--- src/hdl/povcol_pkg.sv ---
// ----------------------------------------------------------------------------
// povcol_pkg
// Shared types, codes and the gamma table of the POV column streamer.
// ----------------------------------------------------------------------------
`default_nettype none

package povcol_pkg;

  // default storage bounds
  localparam int DEF_MAX_LEDS    = 32;
  localparam int DEF_MAX_COLUMNS = 64;
  localparam int DEF_MAX_FRAMES  = 8;

  // store address as carried in a request, wide enough for the largest store
  localparam int ADDR_MAX_W = 22;

  // input opcodes
  localparam logic [1:0] OP_WRITE = 2'd0;
  localparam logic [1:0] OP_TICK  = 2'd1;
  localparam logic [1:0] OP_BLANK = 2'd2;

  // request kinds between front and back
  localparam logic [1:0] CMD_WRITE = 2'd0;
  localparam logic [1:0] CMD_TICK  = 2'd1;
  localparam logic [1:0] CMD_BLANK = 2'd2;

  // configuration registers
  localparam int CFG_IDX_W  = 2;
  localparam int CFG_DATA_W = 8;
  localparam logic [CFG_IDX_W-1:0] REG_LED_COUNT      = 2'd0;
  localparam logic [CFG_IDX_W-1:0] REG_COLUMN_COUNT   = 2'd1;
  localparam logic [CFG_IDX_W-1:0] REG_REVS_PER_FRAME = 2'd2;
  localparam logic [CFG_IDX_W-1:0] REG_FRAME_COUNT    = 2'd3;

  localparam logic [5:0] RST_LED_COUNT      = 6'd32;
  localparam logic [6:0] RST_COLUMN_COUNT   = 7'd64;
  localparam logic [7:0] RST_REVS_PER_FRAME = 8'd1;
  localparam logic [3:0] RST_FRAME_COUNT    = 4'd1;

  // strip word framing
  localparam logic [31:0] WORD_START = 32'h0000_0000;
  localparam logic [31:0] WORD_END   = 32'hFFFF_FFFF;
  localparam logic [7:0]  LED_MARK   = 8'hFF;

  // queue depths
  localparam int CMDQ_DEPTH = 2;
  localparam int OUTQ_DEPTH = 4;

  typedef struct packed {
    logic [1:0]            kind;
    logic [ADDR_MAX_W-1:0] addr;
    logic [7:0]            blue;
    logic [7:0]            green;
    logic [7:0]            red;
  } cmd_t;

  typedef struct packed {
    logic                  valid;
    logic [CFG_IDX_W-1:0]  index;
    logic [CFG_DATA_W-1:0] data;
  } cfg_wr_t;

  // gamma: floor(c^3 / 255^2), built at elaboration
  localparam int unsigned GammaDiv = 255 * 255;

  typedef logic [255:0][7:0] gamma_lut_t;

  function automatic gamma_lut_t build_gamma_lut();
    gamma_lut_t  lut;
    int unsigned c;
    for (int i = 0; i < 256; i++) begin
      c      = i;
      lut[i] = 8'((c * c * c) / GammaDiv);
    end
    return lut;
  endfunction

  localparam gamma_lut_t GAMMA_LUT = build_gamma_lut();

endpackage

`default_nettype wire

--- src/hdl/povcol_queue.sv ---
// ----------------------------------------------------------------------------
// povcol_queue
// Short request queue that decouples the front decoder from the back end.
// ----------------------------------------------------------------------------
`default_nettype none

module povcol_queue import povcol_pkg::*; #(
  parameter int DEPTH = CMDQ_DEPTH
) (
  input  logic clk,
  input  logic rst_n,
  input  logic push,
  input  cmd_t din,
  output logic full,
  input  logic pop,
  output cmd_t dout,
  output logic empty
);

  localparam int PTR_W = (DEPTH > 1) ? $clog2(DEPTH) : 1;
  localparam int CNT_W = $clog2(DEPTH + 1);

  cmd_t             entries_r [DEPTH];
  logic [PTR_W-1:0] wr_ptr_r, wr_ptr_nxt;
  logic [PTR_W-1:0] rd_ptr_r, rd_ptr_nxt;
  logic [CNT_W-1:0] cnt_r, cnt_nxt;
  logic             do_push, do_pop;

  function automatic logic [PTR_W-1:0] bump(input logic [PTR_W-1:0] p);
    return (32'(p) == 32'(DEPTH - 1)) ? '0 : p + 1'b1;
  endfunction

  assign full    = (32'(cnt_r) == 32'(DEPTH));
  assign empty   = (cnt_r == '0);
  assign do_push = push && !full;
  assign do_pop  = pop && !empty;
  assign dout    = entries_r[rd_ptr_r];

  // advance pointers and fill level
  always_comb begin
    wr_ptr_nxt = do_push ? bump(wr_ptr_r) : wr_ptr_r;
    rd_ptr_nxt = do_pop ? bump(rd_ptr_r) : rd_ptr_r;
    cnt_nxt    = cnt_r + CNT_W'(do_push) - CNT_W'(do_pop);
  end

  always_ff @(posedge clk) begin
    if (!rst_n) begin
      wr_ptr_r <= '0;
      rd_ptr_r <= '0;
      cnt_r    <= '0;
    end else begin
      wr_ptr_r <= wr_ptr_nxt;
      rd_ptr_r <= rd_ptr_nxt;
      cnt_r    <= cnt_nxt;
    end
  end

  // hold request payload
  always_ff @(posedge clk) begin
    if (do_push) begin
      entries_r[wr_ptr_r] <= din;
    end
  end

endmodule

`default_nettype wire

--- config.mk ---
export PLATFORM = sky130hd
export DESIGN_NAME = povcol_queue
export DESIGN_NICKNAME = d
export VERILOG_FILES = /design/src/hdl/povcol_pkg.sv /design/src/hdl/povcol_queue.sv
export SDC_FILE = /design/constraint.sdc
export NUM_CORES = 1
export LEC_CHECK = 0
export BUFFER_PORTS_ARGS = -buffer_cell sky130_fd_sc_hd__buf_4
export CAP_MARGIN = 10
export CELL_PAD_IN_SITES_DETAIL_PLACEMENT = 1
export CELL_PAD_IN_SITES_GLOBAL_PLACEMENT = 1
export CORE_MARGIN = 8
export CORE_UTILIZATION = 25
export CTS_CLUSTER_SIZE = 10
export DETAILED_ROUTE_END_ITERATION = 7
export GPL_TIMING_DRIVEN = 0
export PLACE_DENSITY = 0.62
export SLEW_MARGIN = 0
export SYNTH_ARGS = -nofsm -noshare
export SYNTH_HDL_FRONTEND = slang
export SYNTH_SLANG_ARGS = --single-unit
--- constraint.sdc ---
create_clock -name clk -period 6.4 [get_ports clk]
set_input_delay 0.32 -clock clk [delete_from_list [all_inputs] [get_ports clk]]
set_output_delay 0.32 -clock clk [all_outputs]
set_load 0.01 [all_outputs]
### Word level (Yosys, flattened, before mapping)

Memories as Yosys holds them, arrays and structs flattened. A register that Yosys moved wholly into a read port is not among the register bits.
Index checks and enable logic that the tools add are counted.

* word-level logic and storage cells: 20
* RAM bits: 96
* output and inout port bits: 50
* input port bits: 52
* register bits after elaboration: 4
* memories: 1

Memories
* entries_r: words 2, width 48, read ports 1, clocked after Yosys merged registers in 1, write ports 1, RTL line povcol_queue.sv:23 `cmd_t entries_r [DEPTH];`

* reduce and logical (&&, ||, !) cells: 5
* $add $sub $neg: 4
* equal/unequal tests: 1
* mux-type cells: 6

Operators with widths (count)
* $mux W1: 6
* $add A1 B1 Y1 const B: 2
* $add A2 B1 Y2: 1
* $eq A2 B2 Y1 const B: 1
* $logic_and A1 B1 Y1: 2
* $logic_not A1 Y1: 2
* $logic_not A2 Y1: 1
* $sub A2 B1 Y2: 1

### Depth between registers and ports, before layout

Gate-level depths: netlist (run 1).

* depth in word-level cells: 5
* mapped depth: 8

### Least setup slack after synthesis (run 1)

No wires, ideal clock.

* kind: register -> register
* start point: reg cnt_r[0]
* end point: mem entries_r[0][0] (netlist name), enable pin
* required time: 5946 ps
* data arrival time: 2606 ps
* path buffers: 0
* library setup time: 454 ps
* path slack: 3341 ps
* cell stages (with the launch flop): 4
* cell sequence: dfxtp_1 > nand2b_1 > nand2_1 > nor2_1

* cells in the longest elaborated chain, start to end: 5

Ends and longest elaborated chain
* start, declared: RTL line povcol_queue.sv:26 `logic [CNT_W-1:0] cnt_r, cnt_nxt;`
* start signal, assigned: RTL line povcol_queue.sv:54 `cnt_r <= cnt_nxt;`
* $eq A2 B2 Y1: RTL line povcol_queue.sv:33 `assign full = (32'(cnt_r) == 32'(DEPTH));`
* $logic_not A1 Y1: RTL line povcol_queue.sv:35 `assign do_push = push && !full;`
* $logic_and A1 B1 Y1: RTL line povcol_queue.sv:35
* $mux W1: RTL line povcol_queue.sv:60 `if (do_push) begin`
* $mux W1 (implied by the code): RTL line povcol_queue.sv:61 `entries_r[wr_ptr_r] <= din;`
* end, declared: RTL line povcol_queue.sv:23

No other way between the ends.

==> results of run 1 <==
logic make-up after synthesis:
family | Yosys count
AND/OR/NAND/NOR | 13
multiplexers | 49
flip-flops | 101
buffers and inverters | 8
XOR/XNOR | 2
adder cells (fa/ha/maj) | 2
AO/OA/AOI/OAI | 1
sequential cells by signal, indices dropped and copies added, names as in the netlist, named ones only:
signal and flops:
cnt_r 2, entries_r 96, rd_ptr_r 1, wr_ptr_r 1
final timing paths:
check	from	endpoint	slack, ns	depth (start not counted)
setup / recovery	flip-flop	dout[20]	4.49	4
hold / removal	din[45]	entries_r[1][45]	0.17	1
setup reg to reg	cnt_r[0]	entries_r[0][43]	4.50	4
hold reg to reg	rd_ptr_r	rd_ptr_r	0.51	2
layout by cell type (no fill, tap or decap):
cell	count
sky130_fd_sc_hd__dfxtp_1	5
sky130_fd_sc_hd__nand2_1	2
sky130_fd_sc_hd__nor2_1	4
sky130_fd_sc_hd__buf_4	101
sky130_fd_sc_hd__edfxtp_1	96
sky130_fd_sc_hd__inv_1	3
sky130_fd_sc_hd__nand2b_1	2
sky130_fd_sc_hd__buf_12	2
sky130_fd_sc_hd__buf_6	3
sky130_fd_sc_hd__mux2_4	20
sky130_fd_sc_hd__clkbuf_16	9
sky130_fd_sc_hd__clkinv_1	4
sky130_fd_sc_hd__o21a_1	1
sky130_fd_sc_hd__ha_1	2
sky130_fd_sc_hd__xnor2_1	1
sky130_fd_sc_hd__clkbuf_1	3
sky130_fd_sc_hd__and3_2	1
sky130_fd_sc_hd__buf_2	2
sky130_fd_sc_hd__mux2i_1	1
sky130_fd_sc_hd__nor2_4	1
sky130_fd_sc_hd__mux2_2	28
sky130_fd_sc_hd__xor2_1	1
sky130_fd_sc_hd__nor3_1	1
sky130_fd_sc_hd__and2_1	2
through the flow:
stage               instance area [um2]   util  worst slack, ns
finish                             5070  0.339             4.49
global route                       5070  0.339             4.34
CTS                                5070  0.339             4.40
detailed placement                 4820  0.322             4.46
global placement                   4770  0.318             1.84
floorplan                          3780      -             3.34
critical path, stage by stage, from the launching register on:
cell and delay, ns:
sky130_fd_sc_hd__dfxtp_1 0.39, sky130_fd_sc_hd__buf_6 0.20, sky130_fd_sc_hd__buf_6 0.20, sky130_fd_sc_hd__mux2_4 0.31
sky130_fd_sc_hd__buf_4 0.14
final cells by class:
cell class / count / area, um2
Buffer: 5 / 43.8
Clock buffer: 12 / 236
Clock inverter: 4 / 15.0
Fill cell: 1520 / 9910
Inverter: 3 / 11.3
Multi-Input combinational cell: 67 / 747
Sequential cell: 101 / 2980
Tap cell: 188 / 235
Timing Repair Buffer: 103 / 798
per-layer routing:
layer,GRT usage,wire length [um],up-vias
li1,-,-,907
met1,0.0924,3300,952
met2,0.132,3690,65
met3,0.0406,562,5
met4,0.0295,79,0
met5,0,0,-
power by group through the flow:
| stage | logic [mW] | clock network (mW) | registers (mW) |
|---|---|---|---|
| after floorplan | 0.358 | 0 | 0.894 |
| after global placement | 0.633 | 0 | 0.905 |
| after detailed placement | 0.651 | 0 | 0.899 |
| after CTS | 0.655 | 0.495 | 0.885 |
| after global routing | 0.688 | 0.519 | 0.896 |
| final | 0.631 | 0.473 | 0.883 |
==> results.txt, run 1 <==
----------------------------------------------------
[Floorplan]
  Width of the die ... 139 um
  Row count ... 45
  Vertical extent of the die ... 139 um
  I/O pin cnt ... 102
  Initial cell density of the core ... 0.252
  Total core area ... 15000 um2
  Die Outline Area ... 19300 um2

[Power]
  Clk pwr share ... 0.238
  Power after layout ... 1.99 mW
  Sw Pwr ... 0.534 mW
  Maximum vdd ir drop ... 0.133 mV
  Leakage Power ... 1.92 nW
  Power density over cell area ... 392 nW/um2
  Sequential share of power ... 0.444
  Switching part of the total power ... 0.269
  Internal power summed over all cells ... 1.45 mW
  Comb pwr share ... 0.317

[Synth]
  Post-synthesis simple-gate area fraction ... 0.0166
  Number of nets produced by synthesis ... 230
  Synth cell count leaders ... sky130_fd_sc_hd__edfxtp_1 (96), sky130_fd_sc_hd__mux2_2 (28), sky130_fd_sc_hd__mux2_4 (20)
  Library cell with the highest instance count after synthesis ... sky130_fd_sc_hd__edfxtp_1
  Share of the synthesized area in the top cell type ... 0.763
  Count of state elements after synthesis ... 101
  Adder-cell share of the synthesized area ... 0.00663
  Cell types occupying the most area after synthesis ... sky130_fd_sc_hd__edfxtp_1 (76%), sky130_fd_sc_hd__mux2_2 (8.3%), sky130_fd_sc_hd__mux2_4 (8.0%)
  Synthesized area divided by synthesized cell count ... 21.5 um2
  Number of distinct library cells after synthesis ... 18
  Mux share of post-synthesis cell area ... 0.166
  Dominant combinational cell family by area after synthesis ... multiplexers
  Instance count of the mapped netlist ... 176
  Cell area after synthesis ... 3780 um2
  Synthesized-area fraction occupied by xor and xnor cells ... 0.00464
  Library cell with the largest summed area after synthesis ... sky130_fd_sc_hd__edfxtp_1
  Complex-gate fraction of the synthesized area ... 0.00199
  Fraction of registers with async set/reset ... 0
  Yosys warnings ... 0
  Seq/Total Area, Yosys ... 0.790
  Top_reg_cell synth ... sky130_fd_sc_hd__edfxtp_1
  Number of flops mapped to enable cells by yosys ... 96

[Outcome]
  Status ... finished, final reports clean

[Clock network]
  Clock slew seen by the registers of the worst setup and hold paths ... 0.06 ns
  Clock insertion delay at the later pin of the skew report ... 0.33 ns
  Resized cells post-CTS ... 0
  CTS root buf ... sky130_fd_sc_hd__clkbuf_16
  Quantity of hold-fixing buffers added after cts ... 0
  # Post-CTS Setup Buffers ... 0
  Level count of the clock H-tree ... 3
  Sink Count ... 101
  CTS Buf Count ... 9
  Clock Tree Buf Depth ... 2
  TritonCTS clock tree ... yes

[Critical path]
  Required arrival time at the worst endpoint ... 6.08 ns
  Crit Path Category ... flip-flop to output port
  Type of origin of the critical path ... flip-flop
  Crit path max fanout ... 10
  Worst Setup End Kind ... output port
  Arrival time of data at the critical path endpoint ... 1.59 ns

[STA]
  Transition time of the tightest slew-check pin ... 0.772 ns
  Share of the clock period used by the worst path ... 0.299
  Slew HR ... 0.484
  WHS ... 0.167 ns
  Setup violators final ... 0
  Total Neg Setup Slack ... 0 ns
  Time the final worst path needs with I/O delays and setup ... 1.91 ns
  Unrepaired setup endpoints after global routing ... false
  Max Clock Freq ... 523 MHz
  Final Hold Viols ... 0
  Setup Skew ... 0.00440 ns
  Number of pins exceeding their max-slew limit in the final report ... 0

[Global route]
  Pin count of the biggest net entering global routing ... 26
  Tot GR Track Use ... 0.0819
  Number of antenna violations at the first check in global routing ... 0
  Global-route wire length before repair ... 12.1 mm
  Remaining global-route overflow ... 0
  Number of global-route vias before repair ... 2234

[Final layout]
  Post-route non-filler standard cell count ... 483
  Synthesis-to-finish area growth ... 34.3%
  Fraction of final layout cells with drive strength greater than 1 ... 0.566
  Diode count ... 0
  Number of nets in the final layout ... 344

[Placed design]
  Number of placed instances, taps included ... 467
  Half-perimeter wire length after detailed placement ... 5.44 mm
  Number of port buffers ... 101
  Last weighted congestion value of the routability-driven placer ... 0.637

[Detailed routing]
  Number of iterations in the first detailed-routing pass ... 4
  Detailed-route wire length ... 7.62 mm
  Routed length per placed instance ... 15.8 um
  Violation count after the first detailed-routing iteration ... 44
  Routed vias ... 1929
  Via count normalized by instance count ... 3.99
  Remaining design rule violation count ... 0
  Remaining antenna violation count after routing ... 0

[Job]
  Max-cap check violation count ... 0

[Min path]
  Type of the tightest min-delay check ... input pin to flip-flop

----------------------------------------------------
Power figures use the tool's default switching activity.
==> inputs of run 2 (changes only) <==
Settings changed: ABC_AREA from default to 1, PLACE_DENSITY 0.62 to 0.64.
Clock period 6.4 ns to 1.7 ns, I/O delays scaled along.
==> run 2 against run 1 <==
  * Non-clock buffer count grew 48
  * Die area grew 0.32%
  * Sequential power grew to 3.7 times the previous value
  * Critical path type unchanged
==> results.txt, run 2 <==
----------------------------------------------------
[Outcome]
  Status ... finished, final reports clean

[Floorplan]
  I/O pin cnt ... 102 (unchanged)
  Initial cell density of the core ... 0.252 (about the same)
  Vertical extent of the die ... 139 um (+0.16%)
  Width of the die ... 139 um (+0.16%)
  Die Outline Area ... 19400 um2 (+0.32%)
  Row count ... 45 (unchanged)
  Total core area ... 15000 um2 (+0.38%)

[Critical path]
  Type of origin of the critical path ... flip-flop
  R2r endpoint ... entries_r[1][31]
  Crit path max fanout ... 10 (unchanged)
  CP Capture Point ... dout[33]
  Crit Path Category ... flip-flop to output port
  Launch instance of the worst register-to-register path ... cnt_r[1]
  Arrival time of data at the critical path endpoint ... 1.53 ns (-0.06 ns)
  Required arrival time at the worst endpoint ... 1.62 ns (-4.46 ns)
  R2R setup slack ... 0.14 ns (-4.36 ns)
  Worst Setup End Kind ... output port
  Worst Reg-to-Reg Cells ... 3 (-1)

[Final layout]
  Synthesis-to-finish area growth ... 50.5%
  Highest-count cells in the layout ignoring fill and taps ... sky130_fd_sc_hd__buf_4 (101), sky130_fd_sc_hd__edfxtp_1 (96), sky130_fd_sc_hd__dlygate4sd3_1 (49)
  Registers with the most flip-flops ... entries_r x96, cnt_r x2
  Number of nets in the final layout ... 405 (+18%)
  Design area ... 5700 um2 (+12%)
  Number of flip-flops under the largest register name ... 96 (unchanged)
  Diode count ... 0 (unchanged)
  Commonest non-fill, non-tap cell in the layout ... sky130_fd_sc_hd__buf_4
  Fraction of final layout cells with drive strength greater than 1 ... 0.506 (-0.0605)
  Register containing the most flip-flops in the final layout ... entries_r

[Clock network]
  Clock insertion delay at the later pin of the skew report ... 0.34 ns (about the same)
  CTS root buf ... sky130_fd_sc_hd__clkbuf_16
  Clock slew seen by the registers of the worst setup and hold paths ... 0.07 ns (about the same)
  Sink Count ... 101 (unchanged)
  TritonCTS clock tree ... yes
  Level count of the clock H-tree ... 3 (unchanged)
  CTS Buf Count ... 9 (unchanged)
  Clock Tree Buf Depth ... 2 (unchanged)

[Synth]
  Seq/Total Area, Yosys ... 0.787 (-0.00287)
  Instance count of the mapped netlist ... 187 (+6.3%)
  Number of flops mapped to enable cells by yosys ... 96 (unchanged)
  Library cell with the highest instance count after synthesis ... sky130_fd_sc_hd__edfxtp_1
  Fraction of registers with async set/reset ... 0 (unchanged)
  Mux share of post-synthesis cell area ... 0.162 (-0.00324)
  Yosys warnings ... 0 (unchanged)
  Post-synthesis simple-gate area fraction ... 0.0208 (+0.00423)
  Adder-cell share of the synthesized area ... 0.00660 (-0.0000241)
  Cell types occupying the most area after synthesis ... sky130_fd_sc_hd__edfxtp_1 (76%), sky130_fd_sc_hd__mux2_2 (8.3%), sky130_fd_sc_hd__mux2_4 (7.9%)
  Complex-gate fraction of the synthesized area ... 0.00264 (+0.000653)
  Dominant combinational cell family by area after synthesis ... multiplexers
  Library cell with the largest summed area after synthesis ... sky130_fd_sc_hd__edfxtp_1
  Top_reg_cell synth ... sky130_fd_sc_hd__edfxtp_1
  Number of nets produced by synthesis ... 241 (+4.8%)
  Number of distinct library cells after synthesis ... 12 (-6)
  Synthesized-area fraction occupied by xor and xnor cells ... 0 (-0.00464)
  Synth cell count leaders ... sky130_fd_sc_hd__edfxtp_1 (96), sky130_fd_sc_hd__mux2_2 (28), sky130_fd_sc_hd__mux2_4 (20)
  Count of state elements after synthesis ... 101 (unchanged)
  Cell area after synthesis ... 3790 um2 (+0.36%)
  Share of the synthesized area in the top cell type ... 0.761 (-0.00277)
  Synthesized area divided by synthesized cell count ... 20.3 um2 (-5.5%)

[Global route]
  Remaining global-route overflow ... 0 (unchanged)
  Global-route wire length before repair ... 13.6 mm (+12%)
  Pin count of the biggest net entering global routing ... 28 (+7.7%)
  Number of antenna violations at the first check in global routing ... 0 (unchanged)
  Tot GR Track Use ... 0.0913 (+0.00944)
  Number of global-route vias before repair ... 2561 (+15%)

[STA]
  Transition time of the tightest slew-check pin ... 0.698 ns (-0.0734 ns)
  Setup Skew ... 0.00356 ns (-0.000842 ns)
  Share of the clock period used by the worst path ... 0.952
  Final Hold Viols ... 0 (unchanged)
  Unrepaired setup endpoints after global routing ... true
  Number of pins exceeding their max-slew limit in the final report ... 0 (unchanged)
  Max Clock Freq ... 618 MHz
  Setup violators final ... 0 (unchanged)
  Slew HR ... 0.534 (+0.0496)
  Time the final worst path needs with I/O delays and setup ... 1.62 ns

[Power]
  Leakage Power ... 2.19 nW (+14%)
  Power after layout ... 7.84 mW (+290%)
  Power density over cell area ... 1380 nW/um2 (+250%)
  Maximum vdd ir drop ... 0.654 mV (+390%)

[Detailed routing]
  Number of iterations in the first detailed-routing pass ... 4 (unchanged)
  Violation count after the first detailed-routing iteration ... 85 (+93%)
  Routed length per placed instance ... 15.9 um (+0.84%)
  Routed vias ... 2181 (+13%)
  Remaining design rule violation count ... 0 (unchanged)
  Via count normalized by instance count ... 4.01 (+0.39%)
  Remaining antenna violation count after routing ... 0 (unchanged)
  Detailed-route wire length ... 8.66 mm (+14%)

[Placed design]
  Half-perimeter wire length after detailed placement ... 5.57 mm (+2.4%)
  Number of port buffers ... 101 (unchanged)
  Cell area reported after detailed placement ... 4820 um2 (about the same)
  Last weighted congestion value of the routability-driven placer ... 0.662 (+4.0%)

[Min path]
  Startpoint of the lowest-slack hold path ... pop
  Hold Crit Depth ... 4 (+3)
  Type of the tightest min-delay check ... input pin to flip-flop

[Job]
  Max-cap check violation count ... 0 (unchanged)

----------------------------------------------------
run 2: cell types whose count changed after synthesis, sizes merged, moves of 2 or more:
cell and delta:
a21oi +2, and2 -2, inv +6, nand2 +7
nand2b -2, nand3 +3, nor2 +3
run 2: kinds of logic (layout without fill, tap and decap cells):
kind of cell	count (synthesis)	after routing
AO/OA/AOI/OAI	2	2
AND/OR/NAND/NOR	20	21
flip-flops	101	101
adder cells (fa/ha/maj)	2	2
buffers and inverters	14	182
multiplexers	48	48
run 2: final cells by class:
type	instances	area (um2)
Buffer	5	51.3
Clock buffer	9	225
Clock inverter	7	123
Fill cell	1481	9330
Inverter	9	37.5
Multi-Input combinational cell	73	771
Sequential cell	101	2980
Tap cell	188	235
Timing Repair Buffer	151	1270
Timing Repair inverter	1	7.51
run 2: stage by stage:
step | worst slack, ns | util | hold slack, ns | TNS [ns] | cells
final | 0.0823 | 0.379 | 0.0507 | 0 | 544
after global routing | -0.0148 | 0.379 | 0.0989 | -0.321 | 544
after CTS | -0.0873 | 0.378 | 0.0345 | -2.23 | 543
after detailed placement | -0.576 | 0.321 | 0.274 | -31.97 | 477
after global placement | -0.528 | 0.319 | 0.270 | -50.05 | 476
after floorplan | 0.0157 | - | 0.178 | 0 | 187
run 2: report_power, final:
part	internal, mW	switching [mW]	total [mW]
Combinational	1.19	1.06	2.25
Clock	1.45	0.877	2.32
Sequential	3.16	0.115	3.28
Total	5.80	2.05	7.84
run 2: what timing repair did:
item | 4_1_cts | 5_1_grt
buffers inserted | 0 | 0
endpoints found under the hold margin | 99 | 0
endpoints found under the setup margin | 75 | 95
hold buffers | 49 | 0
cloned | 1 | 1
gates resized for setup | 6 | 3
pin swaps | 0 | 1
run 2: per-layer routing:
metal	share of wire	vias to the layer above	track usage
li1	-	1038	-
met1	0.43	1070	0.0950
met2	0.48	68	0.159
met3	0.075	5	0.0427
met4	0.0087	0	0.0329
met5	0	-	0
run 2: worst min path at each step:
stage / slack (ns) / end
final: 0.05 / flip-flop
after global routing: 0.1 / flip-flop
after CTS: 0.03 / flip-flop
after detailed placement: 0.27 / entries_r[0][45]
after global placement: 0.27 / entries_r[0][9]
after floorplan: 0.18 / cnt_r[0]
run 2: critical path, stage by stage, from the launching register on:
cell                      delay (ns)
sky130_fd_sc_hd__dfxtp_1        0.36
sky130_fd_sc_hd__buf_6          0.18
sky130_fd_sc_hd__buf_8          0.18
sky130_fd_sc_hd__mux2_4         0.32
sky130_fd_sc_hd__buf_4          0.15
==> inputs of run 3 (changes only) <==
Settings changed: ABC_AREA 1 to default, CORE_UTILIZATION 25 to 39, PLACE_DENSITY 0.64 to 0.86.
==> run 3 against run 2 <==
  * Cell count is 12% lower
  * Sequential cell count is the same
  * Total power decreased by 4.9%
  * Routed wire length fell by 0.14%
  * Clock skew rose by 0.0061 ns
  * Non-clock buffer count rose by 2
  * Clock power fell by 35%
  * Sequential power up 2%
  * Core utilization up 19 points
  * Via count down 2.1%
  * Worst setup slack lost 0.010 ns
==> results.txt, run 3 (synthesis results as in run 1) <==
----------------------------------------------------
[Final layout]
  Fraction of final layout cells with drive strength greater than 1 ... 0.520 (+0.0146)
  Diode count ... 0 (unchanged)
  Highest-count cells in the layout ignoring fill and taps ... sky130_fd_sc_hd__buf_4 (102), sky130_fd_sc_hd__edfxtp_1 (96), sky130_fd_sc_hd__dlygate4sd3_1 (49)
  Design area ... 5490 um2 (-3.8%)
  Fill cell count ... 894 (-40%)
  Commonest non-fill, non-tap cell in the layout ... sky130_fd_sc_hd__buf_4
  Register containing the most flip-flops in the final layout ... entries_r
  Seq. cell area ... 2990 um2 (about the same)
  Number of nets in the final layout ... 395 (-2.5%)
  Footprint of the multi-input gates ... 772 um2 (+0.16%)
  Registers with the most flip-flops ... entries_r x96, cnt_r x2
  Synthesis-to-finish area growth ... 45.3%
  Number of flip-flops under the largest register name ... 96 (unchanged)
  Post-layout util ... 0.572 (+0.193)

[Clock network]
  Sink Count ... 101 (unchanged)
  Clock insertion delay at the later pin of the skew report ... 0.35 ns (about the same)
  Level count of the clock H-tree ... 3 (unchanged)
  TritonCTS clock tree ... yes
  Clock slew seen by the registers of the worst setup and hold paths ... 0.09 ns (+0.02 ns)
  Clock Tree Buf Depth ... 2 (unchanged)
  CTS Buf Count ... 9 (unchanged)
  CTS root buf ... sky130_fd_sc_hd__clkbuf_8

[Outcome]
  Status ... finished, final reports clean

[STA]
  Final Hold Viols ... 0 (unchanged)
  WHS ... 0.0760 ns (+0.0253 ns)
  Share of the clock period used by the worst path ... 0.958 (+0.00596)
  Slew HR ... 0.542 (+0.00782)
  Unrepaired setup endpoints after global routing ... false
  Time the final worst path needs with I/O delays and setup ... 1.63 ns (+0.0101 ns)
  Setup Skew ... 0.00961 ns (+0.00605 ns)
  Transition time of the tightest slew-check pin ... 0.687 ns (-0.0117 ns)
  Setup violators final ... 0 (unchanged)
  Total Neg Setup Slack ... 0 ns (unchanged)
  Number of pins exceeding their max-slew limit in the final report ... 0 (unchanged)
  Max Clock Freq ... 614 MHz (-0.62%)

[Power]
  Leakage Power ... 2.11 nW (-3.4%)
  Power density over cell area ... 1360 nW/um2 (-1.2%)
  Power after layout ... 7.46 mW (-4.9%)
  Maximum vdd ir drop ... 0.779 mV (+19%)

[Placed design]
  Number of port buffers ... 101 (unchanged)
  Last weighted congestion value of the routability-driven placer ... 0.631 (-4.7%)
  Half-perimeter wire length after detailed placement ... 5.41 mm (-2.9%)
  Cell area reported after detailed placement ... 4740 um2 (-1.6%)

[Detailed routing]
  Routed vias ... 2136 (-2.1%)
  Detailed-route wire length ... 8.65 mm (-0.14%)
  Violation count after the first detailed-routing iteration ... 50 (-41%)
  Remaining design rule violation count ... 0 (unchanged)
  Routed length per placed instance ... 18.1 um (+13%)
  Via count normalized by instance count ... 4.46 (+11%)
  Remaining antenna violation count after routing ... 0 (unchanged)
  Number of iterations in the first detailed-routing pass ... 4 (unchanged)

[Critical path]
  R2R setup slack ... 0.07 ns (-0.07 ns)
  Worst Reg-to-Reg Cells ... 8 (+5)
  CP Launch Point ... cnt_r[0]
  Arrival time of data at the critical path endpoint ... 1.90 ns (+0.37 ns)
  Crit Path Category ... flip-flop to flip-flop
  Launch instance of the worst register-to-register path ... cnt_r[0]
  Worst Setup End Kind ... flip-flop
  R2r endpoint ... cnt_r[1]
  CP Capture Point ... cnt_r[1]
  Type of origin of the critical path ... flip-flop
  Crit path max fanout ... 4 (-6)
  Required arrival time at the worst endpoint ... 1.97 ns (+0.35 ns)

[Floorplan]
  Vertical extent of the die ... 114 um (-18%)
  Row count ... 36 (-20%)
  Width of the die ... 114 um (-18%)
  Die Outline Area ... 13100 um2 (-32%)
  I/O pin cnt ... 102 (unchanged)
  Total core area ... 9590 um2 (-36%)
  Initial cell density of the core ... 0.394 (+0.141)

[Global route]
  Pin count of the biggest net entering global routing ... 49 (+75%)
  Global-route wire length before repair ... 13.4 mm (-1.4%)
  Number of antenna violations at the first check in global routing ... 0 (unchanged)
  Tot GR Track Use ... 0.137 (+0.0454)
  Number of global-route vias before repair ... 2458 (-4.0%)
  Remaining global-route overflow ... 0 (unchanged)

[Job]
  Max-cap check violation count ... 0 (unchanged)

[Min path]
  Type of the tightest min-delay check ... input pin to flip-flop

----------------------------------------------------
-- run 3: metal layers --
layer | GRT usage | share of wire | vias to the layer above
li1 | - | - | 1007
met1 | 0.142 | 0.38 | 1052
met2 | 0.252 | 0.55 | 68
met3 | 0.0491 | 0.059 | 9
met4 | 0.0373 | 0.0079 | 0
met5 | 0 | 0 | -
-- run 3: area by class of cell --
type,count,area share
repair buffers,153,0.236
clock inverters,6,0.0130
flip-flops and latches,101,0.544
clock buffers,10,0.0233
multi-input cells,68,0.141
well taps,133,0.0303
inverters,3,0.00205
plain buffers,5,0.0103
-- run 3: worst max-delay path, cell delays in order (launching register included) --
cell	delay, ns
sky130_fd_sc_hd__dfxtp_2	0.36
sky130_fd_sc_hd__nand2b_4	0.15
sky130_fd_sc_hd__nand2_4	0.09
sky130_fd_sc_hd__ha_1	0.29
sky130_fd_sc_hd__inv_1	0.04
sky130_fd_sc_hd__ha_1	0.19
sky130_fd_sc_hd__xor2_1	0.16
sky130_fd_sc_hd__and2_1	0.16
sky130_fd_sc_hd__nor3_1	0.12
-- run 3: power by group --
part	switching [mW]	internal, mW	total (mW)	leakage (nW)
registers	0.144	3.21	3.36	0.939
logic	1.16	1.44	2.60	1.08
clock network	0.813	0.694	1.51	0.0935
-- run 3: worst min-delay path by stage --
| stage | from | end | slack, ns | cells past startpoint |
|---|---|---|---|---|
| floorplan | din[0] | entries_r[0][0] | 0.18 | 0 |
| global placement | din[11] | entries_r[1][11] | 0.27 | 1 |
| detailed placement | din[0] | entries_r[1][0] | 0.27 | 1 |
| CTS | push | wr_ptr_r | 0.11 | 3 |
| global route | push | wr_ptr_r | 0.07 | 3 |
| finish | push | wr_ptr_r | 0.08 | 3 |
-- run 3: what timing repair did --
item / CTS / global route
endpoints found under the setup margin: 81 / 41
gates cloned: 1 / 0
gates resized for setup: 3 / 5
buffers inserted: 0 / 2
endpoints found under the hold margin: 97 / 0
pin swaps: 1 / 1
hold buffers: 49 / 0
-- run 3: per-stage QoR --
step	setup slack (ns)	cells
5_1_grt	0.00690	479
6_report	0.0721	479
3_3_place_gp	-0.394	410
4_1_cts	0.00409	477
3_5_place_dp	-0.205	411
2_1_floorplan	0.0144	176
